File: src/hw/rtl/crf_pkg.sv
// Shared types, constants and the CRC byte step for the frame receiver.
// No dependencies; compiled first.
package crf_pkg;

    // Frame layout
    localparam logic [15:0] HEADER_BYTES = 16'd4;
    localparam logic [15:0] CRC_BYTES    = 16'd2;
    localparam logic [15:0] MAX_PAYLOAD  = 16'd256;

    // CRC-16/CCITT-FALSE
    localparam logic [15:0] CRC_INIT = 16'hFFFF;
    localparam logic [15:0] CRC_POLY = 16'h1021;

    // Byte roles
    localparam logic [2:0] ROLE_TYPE     = 3'd0;
    localparam logic [2:0] ROLE_CMD      = 3'd1;
    localparam logic [2:0] ROLE_LEN_LO   = 3'd2;
    localparam logic [2:0] ROLE_LEN_HI   = 3'd3;
    localparam logic [2:0] ROLE_PAYLOAD  = 3'd4;
    localparam logic [2:0] ROLE_CRC_LO   = 3'd5;
    localparam logic [2:0] ROLE_CRC_HI   = 3'd6;
    localparam logic [2:0] ROLE_IGNORED  = 3'd7;

    // Verdict codes
    localparam logic [1:0] ERR_NONE      = 2'd0;
    localparam logic [1:0] ERR_TOO_LARGE = 2'd1;
    localparam logic [1:0] ERR_SHORT     = 2'd2;
    localparam logic [1:0] ERR_CRC       = 2'd3;

    typedef struct packed {
        logic [7:0] in_byte;
        logic       in_last;
    } t_in_req;

    typedef struct packed {
        logic [2:0]  out_role;
        logic [7:0]  out_byte;
        logic [7:0]  out_index;
        logic        out_done;
        logic        out_ok;
        logic [1:0]  out_error;
        logic [7:0]  out_type;
        logic [7:0]  out_cmd;
        logic [15:0] out_len;
    } t_out_req;

    // One byte through the CRC, MSB first, unrolled.
    function automatic logic [15:0] crc16_byte(input logic [15:0] crc,
                                               input logic [7:0]  b);
        logic [15:0] c;
        c = crc ^ {b, 8'h00};
        for (int i = 0; i < 8; i++) begin
            if (c[15]) begin
                c = {c[14:0], 1'b0} ^ CRC_POLY;
            end else begin
                c = {c[14:0], 1'b0};
            end
        end
        return c;
    endfunction

endpackage

File: src/hw/rtl/crf_if.sv
// Valid/ready stream interfaces for the frame receiver's input and output.
// Depends on crf_pkg.
interface crf_in_if;
    import crf_pkg::*;
    logic    valid;
    logic    ready;
    t_in_req data;
    modport source (output valid, output data, input ready);
    modport sink   (input valid, input data, output ready);
endinterface

interface crf_out_if;
    import crf_pkg::*;
    logic     valid;
    logic     ready;
    t_out_req data;
    modport source (output valid, output data, input ready);
    modport sink   (input valid, input data, output ready);
endinterface

File: src/hw/rtl/crc_frame_receiver.sv
// Frame receiver: tags each byte of a length-prefixed frame, checks its CRC.
// Depends on crf_pkg and crf_if (crf_in_if, crf_out_if).
//
// Takes one buffer byte per request and gives exactly one result request per
// byte, at up to one byte per clock. The frame is type, cmd, 16-bit length
// (little endian), payload, 16-bit CRC-16/CCITT-FALSE (little endian) over
// header and payload. Each result carries the byte, its role and its payload
// index; the result of the byte flagged in_last also carries the verdict
// (ok, payload too large, short frame, CRC mismatch) with type, cmd and
// length, and the parser returns to its reset state for the next buffer.
// Results are registered. The per-byte parse and the unrolled CRC byte
// step sit between the accept edge and the result register; a two-entry
// output (result register plus skid register) keeps i_in.ready independent
// of o_out.ready, so a stalled consumer costs no throughput until both
// entries are full. Payload is cut-through: on a bad verdict the consumer
// drops the payload it already took.
module crc_frame_receiver (
    input  logic             i_clk,
    input  logic             i_rst_n,
    crf_in_if.sink           i_in,
    crf_out_if.source        o_out
);
    import crf_pkg::*;

    // Parser state
    logic [15:0] r_pos,      n_pos;       // byte position, saturating
    logic [15:0] r_len,      n_len;       // payload length field
    logic [7:0]  r_type,     n_type;
    logic [7:0]  r_cmd,      n_cmd;
    logic [15:0] r_crc,      n_crc;       // running CRC
    logic [7:0]  r_crc_lo,   n_crc_lo;    // received CRC low byte
    logic        r_complete, n_complete;  // CRC high byte seen
    logic        r_matched,  n_matched;

    // Output stage: result register plus skid register
    logic        r_out_valid,  n_out_valid;
    t_out_req    r_out,        n_out;
    logic        r_skid_valid, n_skid_valid;
    t_out_req    r_skid,       n_skid;

    logic        w_acc;
    logic        w_take;
    logic [7:0]  w_b;
    logic [16:0] w_pay_end;   // first position past the payload
    logic [2:0]  w_role;
    logic [7:0]  w_idx;
    logic [1:0]  w_err;
    t_out_req    w_res;

    assign w_acc  = i_in.valid && i_in.ready;
    assign w_take = r_out_valid && o_out.ready;
    assign w_b    = i_in.data.in_byte;

    assign i_in.ready  = !r_skid_valid;
    assign o_out.valid = r_out_valid;
    assign o_out.data  = r_out;

    assign w_pay_end = {1'b0, HEADER_BYTES} + {1'b0, r_len};
    assign w_idx     = r_pos[7:0] - HEADER_BYTES[7:0];

    // Byte parse and state update
    always_comb begin
        n_pos      = r_pos;
        n_len      = r_len;
        n_type     = r_type;
        n_cmd      = r_cmd;
        n_crc      = r_crc;
        n_crc_lo   = r_crc_lo;
        n_complete = r_complete;
        n_matched  = r_matched;
        w_role     = ROLE_IGNORED;
        w_err      = ERR_NONE;
        w_res      = '0;

        if (r_pos == 16'd0) begin
            w_role = ROLE_TYPE;
            n_type = w_b;
        end else if (r_pos == 16'd1) begin
            w_role = ROLE_CMD;
            n_cmd  = w_b;
        end else if (r_pos == 16'd2) begin
            w_role = ROLE_LEN_LO;
            n_len  = {r_len[15:8], w_b};
        end else if (r_pos == 16'd3) begin
            w_role = ROLE_LEN_HI;
            n_len  = {w_b, r_len[7:0]};
        end else if ({1'b0, r_pos} < w_pay_end) begin
            w_role = ROLE_PAYLOAD;
        end else if ({1'b0, r_pos} == w_pay_end && !r_complete) begin
            w_role   = ROLE_CRC_LO;
            n_crc_lo = w_b;
        end else if ({2'b00, r_pos} == ({1'b0, w_pay_end} + 18'd1) && !r_complete) begin
            w_role     = ROLE_CRC_HI;
            n_complete = 1'b1;
            n_matched  = (r_crc == {w_b, r_crc_lo});
        end

        // CRC covers header and payload only
        if (w_role == ROLE_TYPE || w_role == ROLE_CMD || w_role == ROLE_LEN_LO ||
            w_role == ROLE_LEN_HI || w_role == ROLE_PAYLOAD) begin
            n_crc = crc16_byte(r_crc, w_b);
        end

        if (r_pos != 16'hFFFF) begin
            n_pos = r_pos + 16'd1;
        end

        w_res.out_role  = w_role;
        w_res.out_byte  = w_b;
        w_res.out_index = (w_role == ROLE_PAYLOAD) ? w_idx : 8'd0;

        if (i_in.data.in_last) begin
            // verdict order: tiny buffer, oversize, missing CRC, mismatch
            if (r_pos < HEADER_BYTES + CRC_BYTES - 16'd1) begin
                w_err = ERR_SHORT;
            end else if (n_len > MAX_PAYLOAD) begin
                w_err = ERR_TOO_LARGE;
            end else if (!n_complete) begin
                w_err = ERR_SHORT;
            end else if (!n_matched) begin
                w_err = ERR_CRC;
            end
            w_res.out_done  = 1'b1;
            w_res.out_ok    = (w_err == ERR_NONE);
            w_res.out_error = w_err;
            w_res.out_type  = n_type;
            w_res.out_cmd   = n_cmd;
            w_res.out_len   = n_len;

            // back to reset state for the next buffer
            n_pos      = 16'd0;
            n_len      = 16'd0;
            n_type     = 8'd0;
            n_cmd      = 8'd0;
            n_crc      = CRC_INIT;
            n_crc_lo   = 8'd0;
            n_complete = 1'b0;
            n_matched  = 1'b0;
        end
    end

    // Output stage steering
    always_comb begin
        n_out_valid  = r_out_valid;
        n_out        = r_out;
        n_skid_valid = r_skid_valid;
        n_skid       = r_skid;
        if (!r_out_valid || w_take) begin
            if (r_skid_valid) begin
                n_out_valid  = 1'b1;
                n_out        = r_skid;
                n_skid_valid = w_acc;
                n_skid       = w_res;
            end else begin
                n_out_valid = w_acc;
                n_out       = w_res;
            end
        end else if (w_acc) begin
            n_skid_valid = 1'b1;
            n_skid       = w_res;
        end
    end

    always_ff @(posedge i_clk) begin
        if (!i_rst_n) begin
            r_pos        <= 16'd0;
            r_len        <= 16'd0;
            r_type       <= 8'd0;
            r_cmd        <= 8'd0;
            r_crc        <= CRC_INIT;
            r_crc_lo     <= 8'd0;
            r_complete   <= 1'b0;
            r_matched    <= 1'b0;
            r_out_valid  <= 1'b0;
            r_skid_valid <= 1'b0;
        end else begin
            if (w_acc) begin
                r_pos      <= n_pos;
                r_len      <= n_len;
                r_type     <= n_type;
                r_cmd      <= n_cmd;
                r_crc      <= n_crc;
                r_crc_lo   <= n_crc_lo;
                r_complete <= n_complete;
                r_matched  <= n_matched;
            end
            r_out_valid  <= n_out_valid;
            r_skid_valid <= n_skid_valid;
        end
        r_out  <= n_out;
        r_skid <= n_skid;
    end

    // Skid entry only fills behind a held result
    a_skid_behind_out: assert property (@(posedge i_clk) disable iff (!i_rst_n)
        r_skid_valid |-> r_out_valid)
        else $error("skid entry valid with empty result register");

    // Last byte of a buffer re-arms the parser
    a_last_rearms: assert property (@(posedge i_clk) disable iff (!i_rst_n)
        (w_acc && i_in.data.in_last) |=> (r_pos == 16'd0 && r_crc == CRC_INIT))
        else $error("parser not re-armed after last byte");

    // Start of buffer always sees a fresh CRC
    a_fresh_crc: assert property (@(posedge i_clk) disable iff (!i_rst_n)
        (r_pos == 16'd0) |-> (r_crc == CRC_INIT && !r_complete))
        else $error("stale CRC state at start of buffer");

    // CRC high byte can only have been seen past the shortest frame
    a_complete_pos: assert property (@(posedge i_clk) disable iff (!i_rst_n)
        r_complete |-> (r_pos >= HEADER_BYTES + CRC_BYTES))
        else $error("frame complete before minimum frame length");

endmodule
File: src/flat_wrapper.sv
// flat-port wrapper written by rule: the top's interface ports become plain ports
module crc_frame_receiver_flat import crf_pkg::*;
  (i_clk, i_rst_n, i_in_valid, i_in_data, i_in_ready, o_out_valid, o_out_data, o_out_ready);
  crf_in_if i_in_i ();
  crf_out_if o_out_i ();
  input  logic i_clk;
  input  logic i_rst_n;
  input wire logic [$bits(i_in_i.valid)-1:0] i_in_valid;
  input wire logic [$bits(i_in_i.data)-1:0] i_in_data;
  output wire logic [$bits(i_in_i.ready)-1:0] i_in_ready;
  output wire logic [$bits(o_out_i.valid)-1:0] o_out_valid;
  output wire logic [$bits(o_out_i.data)-1:0] o_out_data;
  input wire logic [$bits(o_out_i.ready)-1:0] o_out_ready;
  assign i_in_i.valid = i_in_valid;
  assign i_in_i.data = i_in_data;
  assign i_in_ready = i_in_i.ready;
  assign o_out_valid = o_out_i.valid;
  assign o_out_data = o_out_i.data;
  assign o_out_i.ready = o_out_ready;
  crc_frame_receiver u_core (.i_clk(i_clk), .i_rst_n(i_rst_n), .i_in(i_in_i), .o_out(o_out_i));
endmodule
File: config.mk
export PLATFORM = sky130hd
export DESIGN_NAME = crc_frame_receiver_flat
export DESIGN_NICKNAME = d
export VERILOG_FILES = /design/src/hw/rtl/crf_pkg.sv /design/src/hw/rtl/crf_if.sv /design/src/hw/rtl/crc_frame_receiver.sv /design/src/flat_wrapper.sv
export SDC_FILE = /design/constraint.sdc
export NUM_CORES = 1
export LEC_CHECK = 0
export BUFFER_PORTS_ARGS = -buffer_cell sky130_fd_sc_hd__buf_2
export CORE_MARGIN = 2
export CORE_UTILIZATION = 60
export CTS_BUF_LIST = sky130_fd_sc_hd__clkbuf_16
export CTS_CLUSTER_SIZE = 20
export DETAILED_ROUTE_END_ITERATION = 10
export MAX_ROUTING_LAYER = met4
export PLACE_DENSITY = 0.79
export SYNTH_ARGS = -nofsm -noshare
export SYNTH_HDL_FRONTEND = slang
export SYNTH_SLANG_ARGS = --single-unit
File: constraint.sdc
create_clock -name i_clk -period 18.65 [get_ports i_clk]
set_clock_uncertainty 0.15 [all_clocks]
set_input_delay 0.9325 -clock i_clk [delete_from_list [all_inputs] [get_ports i_clk]]
set_output_delay 0.9325 -clock i_clk [all_outputs]
set_load 0.02 [all_outputs]
==> metrics.md <==
| Metric | Value |
|---|---|
| Status | finished clean |
| IO Count | 70 |
| Reg2reg path depth | 16 |
| Congestion Overflow GR | 0 |
| Antenna viol nets, final | 0 |
| Die width | 133 um |
| Post-synth net total | 1006 |
| Req. time, crit path | 18.79 ns |
| R2r endpoint | u_core.r_crc[0] |
| Xor/xnor share of the synthesized area | 0.0741 |
| Largest family of logic cells by synthesized area | simple AND/OR/NAND/NOR gates |
| Core Region | between 15000 and 20000 um^2 |
| Reg-to-reg setup timing slack | 13.78 ns |
| Starting Density | 0.607 |
| CP arrival | 5.02 ns |
| Post-synth EDFFs | 110 |
| RSZ-0062 raised after global routing | no |
| Syn_area_per_cell | 10.3 um^2 |
| Area Overhead vs Synth | 9.76% |
| # diodes | 0 |
| Fmax | 205 MHz |
| Rel. slew slack | 0.188 |
| First-pass GRT wire length | 36.1 mm |
| Final-layout fill cell count | 1265 |
| DRC violation count after routing | 0 |
| Clock Sinks | between 150 and 200 |
| Yosys reg bits | 186 |
| Endpoints failing setup | 0 |
| DIE AREA | 17600 um^2 |
| Critical Path Start Type | register |
| Final min period | 4.87 ns |
| Commonest non-fill, non-tap cells in the layout | edfxtp_1 (110), nor2_1 (106), dfxtp_1 (75), buf_2 (69), nand2_1 (67) |
| Setup repair bufs after CTS | 0 |
| Vias per cell | 6.08 |
| Setup TNS Final | 0 ns |
| Syn. warnings | 0 |
| Crit path capture type | register |
| Critical path class | register to register |
| Port bufs | 69 |
| Compound-Gate Fraction of Synth Area | 0.136 |
| Commonest non-fill, non-tap cell in the layout | edfxtp_1 |
| Final net count | 1033 |
| Static leakage | 0.00404 uW |
| Number of global-route vias before repair | 6758 |
| Vias | 7443 |
| Hold Buf Count CTS | 0 |
| Root Buffer | clkbuf_16 |
| H-tree depth | 4 |
| Post_cts resized | 0 |
| Post-synthesis sequential area ratio | 0.487 |
| Final period utilization | 0.261 |
| Final wirelength | 22.3 mm |
| Initial antenna violation count | 0 |
| Worst-path maximum fanout | 17 |
| Final std cells w/o fill | 1225 |
| Synth Area in Simple Gates | 0.184 |
| Max_cap viols | 0 |
| PD cells | 82.0 nW/um^2 |
| Internal Pwr Total | roughly 660 uW |
| Worst-Margin Slew | 1.21 ns |
| Combinational power share | 0.100 |
| Clock Path Buffers | 2 |
| Worst-path clk slew | 0.07 ns |
| TritonCTS buffer count | 17 |
| First-pass DRT Iterations | 5 |
| Row count | 47 |
| GRT Total Usage | 0.268 |
| Post-DP HPWL | approximately 15 mm |
| Mux contribution to synthesized area | 0.0501 |
| Synthesized-area fraction occupied by adder cells | 0.0353 |
| Min-delay worst type | register to register |
| VDD IR max | ~0.000064 V |
| Net switching power | ~230 uW |
| Switching share of power | 0.263 |
| Pins over their slew limit | 0 |
| Placed Instances | 1193 |
| Synth Cell Area | 9920 um^2 |
| Avg WL per Cell | 18.2 um |
| Hold Crit Start | u_core.r_skid[0] |
| CTS tree | yes |
| Worst Hold Path EP | u_core.o_out.data[0] |
| Largest net degree at the start of global routing | 98 |
| Worst-skew pair later-pin latency | 0.44 ns |
| Cell count after synthesis | 965 |
| Fraction of power consumed by sequential logic | 0.516 |
| 1st-iter DRT viols | 796 |
| R2r startpoint | u_core.r_len[2] |
| WHS Path Cells | 2 |
| Layout cells sized above 1 | 0.139 |
| Clock Power Share | 0.384 |
| Final Hold Vio Count | 0 |
| Die Y | 133 um |
| FFs w/ async S/R, synth | 0 |
| GPL Wtd Cong | 0.926 |
| Synth cell types | 74 |
| Post-synth top flop | edfxtp_1 |
[critical path, cell delays in order (launching register included)]
cell,delay [ns]
dfxtp_1,0.56
ha_1,0.43
nand4_4,0.22
or4_1,0.52
nand2_1,0.15
inv_1,0.06
ha_1,0.29
nand4_1,0.13
nor2_1,0.08
o31ai_1,0.08
o211ai_1,0.13
a21oi_1,0.35
nand2b_1,0.28
nor2_1,0.06
nor2_1,0.86
and3_1,0.28
o21ai_0,0.07
[kinds of logic after synthesis]
family | count (synthesis)
xor+xnor | 78
flops | 186
mux | 48
compound gates | 187
simple gates | 355
fa+ha+maj | 28
buf+inv | 83
[Yosys cell counts (all sizes together) (3+ instances only)]
| master | number | area, um^2 |
|---|---|---|
| edfxtp | 110 | 3300 |
| inv | 16 | 60.1 |
| o41ai | 4 | 50.1 |
| and4 | 3 | 26.3 |
| nor2b | 56 | 350 |
| and3 | 6 | 37.5 |
| or4 | 4 | 33.8 |
| a22oi | 42 | 315 |
| dfxtp | 76 | 1520 |
| o31ai | 47 | 353 |
| and2 | 5 | 31.3 |
| o21a | 3 | 22.5 |
| nor4 | 16 | 115 |
| a211oi | 5 | 37.5 |
| nand2b | 9 | 56.3 |
| clkbuf | 56 | 211 |
| o21ai | 34 | 170 |
| buf | 11 | 66.3 |
| nor3b | 3 | 27.5 |
| a21o | 10 | 75.1 |
| a21oi | 14 | 73.8 |
| xnor2 | 44 | 385 |
| or3 | 5 | 31.3 |
| mux2i | 35 | 350 |
| nor2 | 106 | 398 |
| a21boi | 5 | 37.5 |
| xor2 | 31 | 279 |
| mux2 | 13 | 146 |
| ha | 28 | 350 |
| nand4 | 13 | 96.3 |
| nor3 | 32 | 183 |
| nand3 | 21 | 115 |
| nand2 | 67 | 251 |
[sequential cells by signal, summed over array words and instances (netlist names)]
register / flops
u_core.r_crc: 16
u_core.r_complete: 1
u_core.r_type: 8
u_core.r_cmd: 8
u_core.r_pos: 16
u_core.r_skid: 55
u_core.o_out.data: 55
u_core.o_out.valid: 1
u_core.r_skid_valid: 1
u_core.r_crc_lo: 8
u_core.r_len: 16
u_core.r_matched: 1
[metrics by stage]
step	utilization	instance area, um^2	hold slack, ns	total power (uW)	worst slack [ns]
floorplan	-	9920	0.320	532	11.60
global placement	0.631	10300	0.333	556	14.06
detailed placement	0.631	10300	0.352	557	13.85
CTS	0.666	10900	0.369	894	13.84
global route	0.666	10900	0.393	919	13.45
finish	0.666	10900	0.367	892	13.78
[final cells by class]
type                       instances  area [um^2]  share of cell area
sequential                       186         4830               0.443
tap                              220          275              0.0253
multi-input combinational        696         4770               0.438
inverter                          16         60.1             0.00552
timing repair buffer              75          390              0.0359
clock buffer                      17          425              0.0391
clock inverter                    15          140              0.0129
[worst max path at each step]
stage,start,end,slack [ns],depth (start not counted)
floorplan,o_out_ready,u_core.r_skid[0],11.60,2
global placement,u_core.r_len[2],u_core.r_crc[0],14.06,16
detailed placement,u_core.r_len[2],u_core.r_crc[0],13.85,16
CTS,u_core.r_len[2],u_core.r_crc[0],13.84,16
global route,u_core.r_len[2],u_core.r_crc[0],13.45,16
finish,u_core.r_len[2],u_core.r_crc[0],13.78,16
[routing by layer]
layer	GRT usage	routed length (um)	up-vias
met1	0.379	10200	3546
li1	-	-	3568
met5	-	0	-
met3	0.0479	1620	33
met4	0.0854	414	0
met2	0.395	10100	296
[power groups by stage]
stage,clock [uW],combinational [uW],sequential [uW]
global route,361,96.1,462
floorplan,0,49.4,483
global placement,0,86.8,469
CTS,345,88.9,460
finish,342,89.5,460
detailed placement,0,88.1,469
No activity file was read; power rests on OpenSTA's default activity.
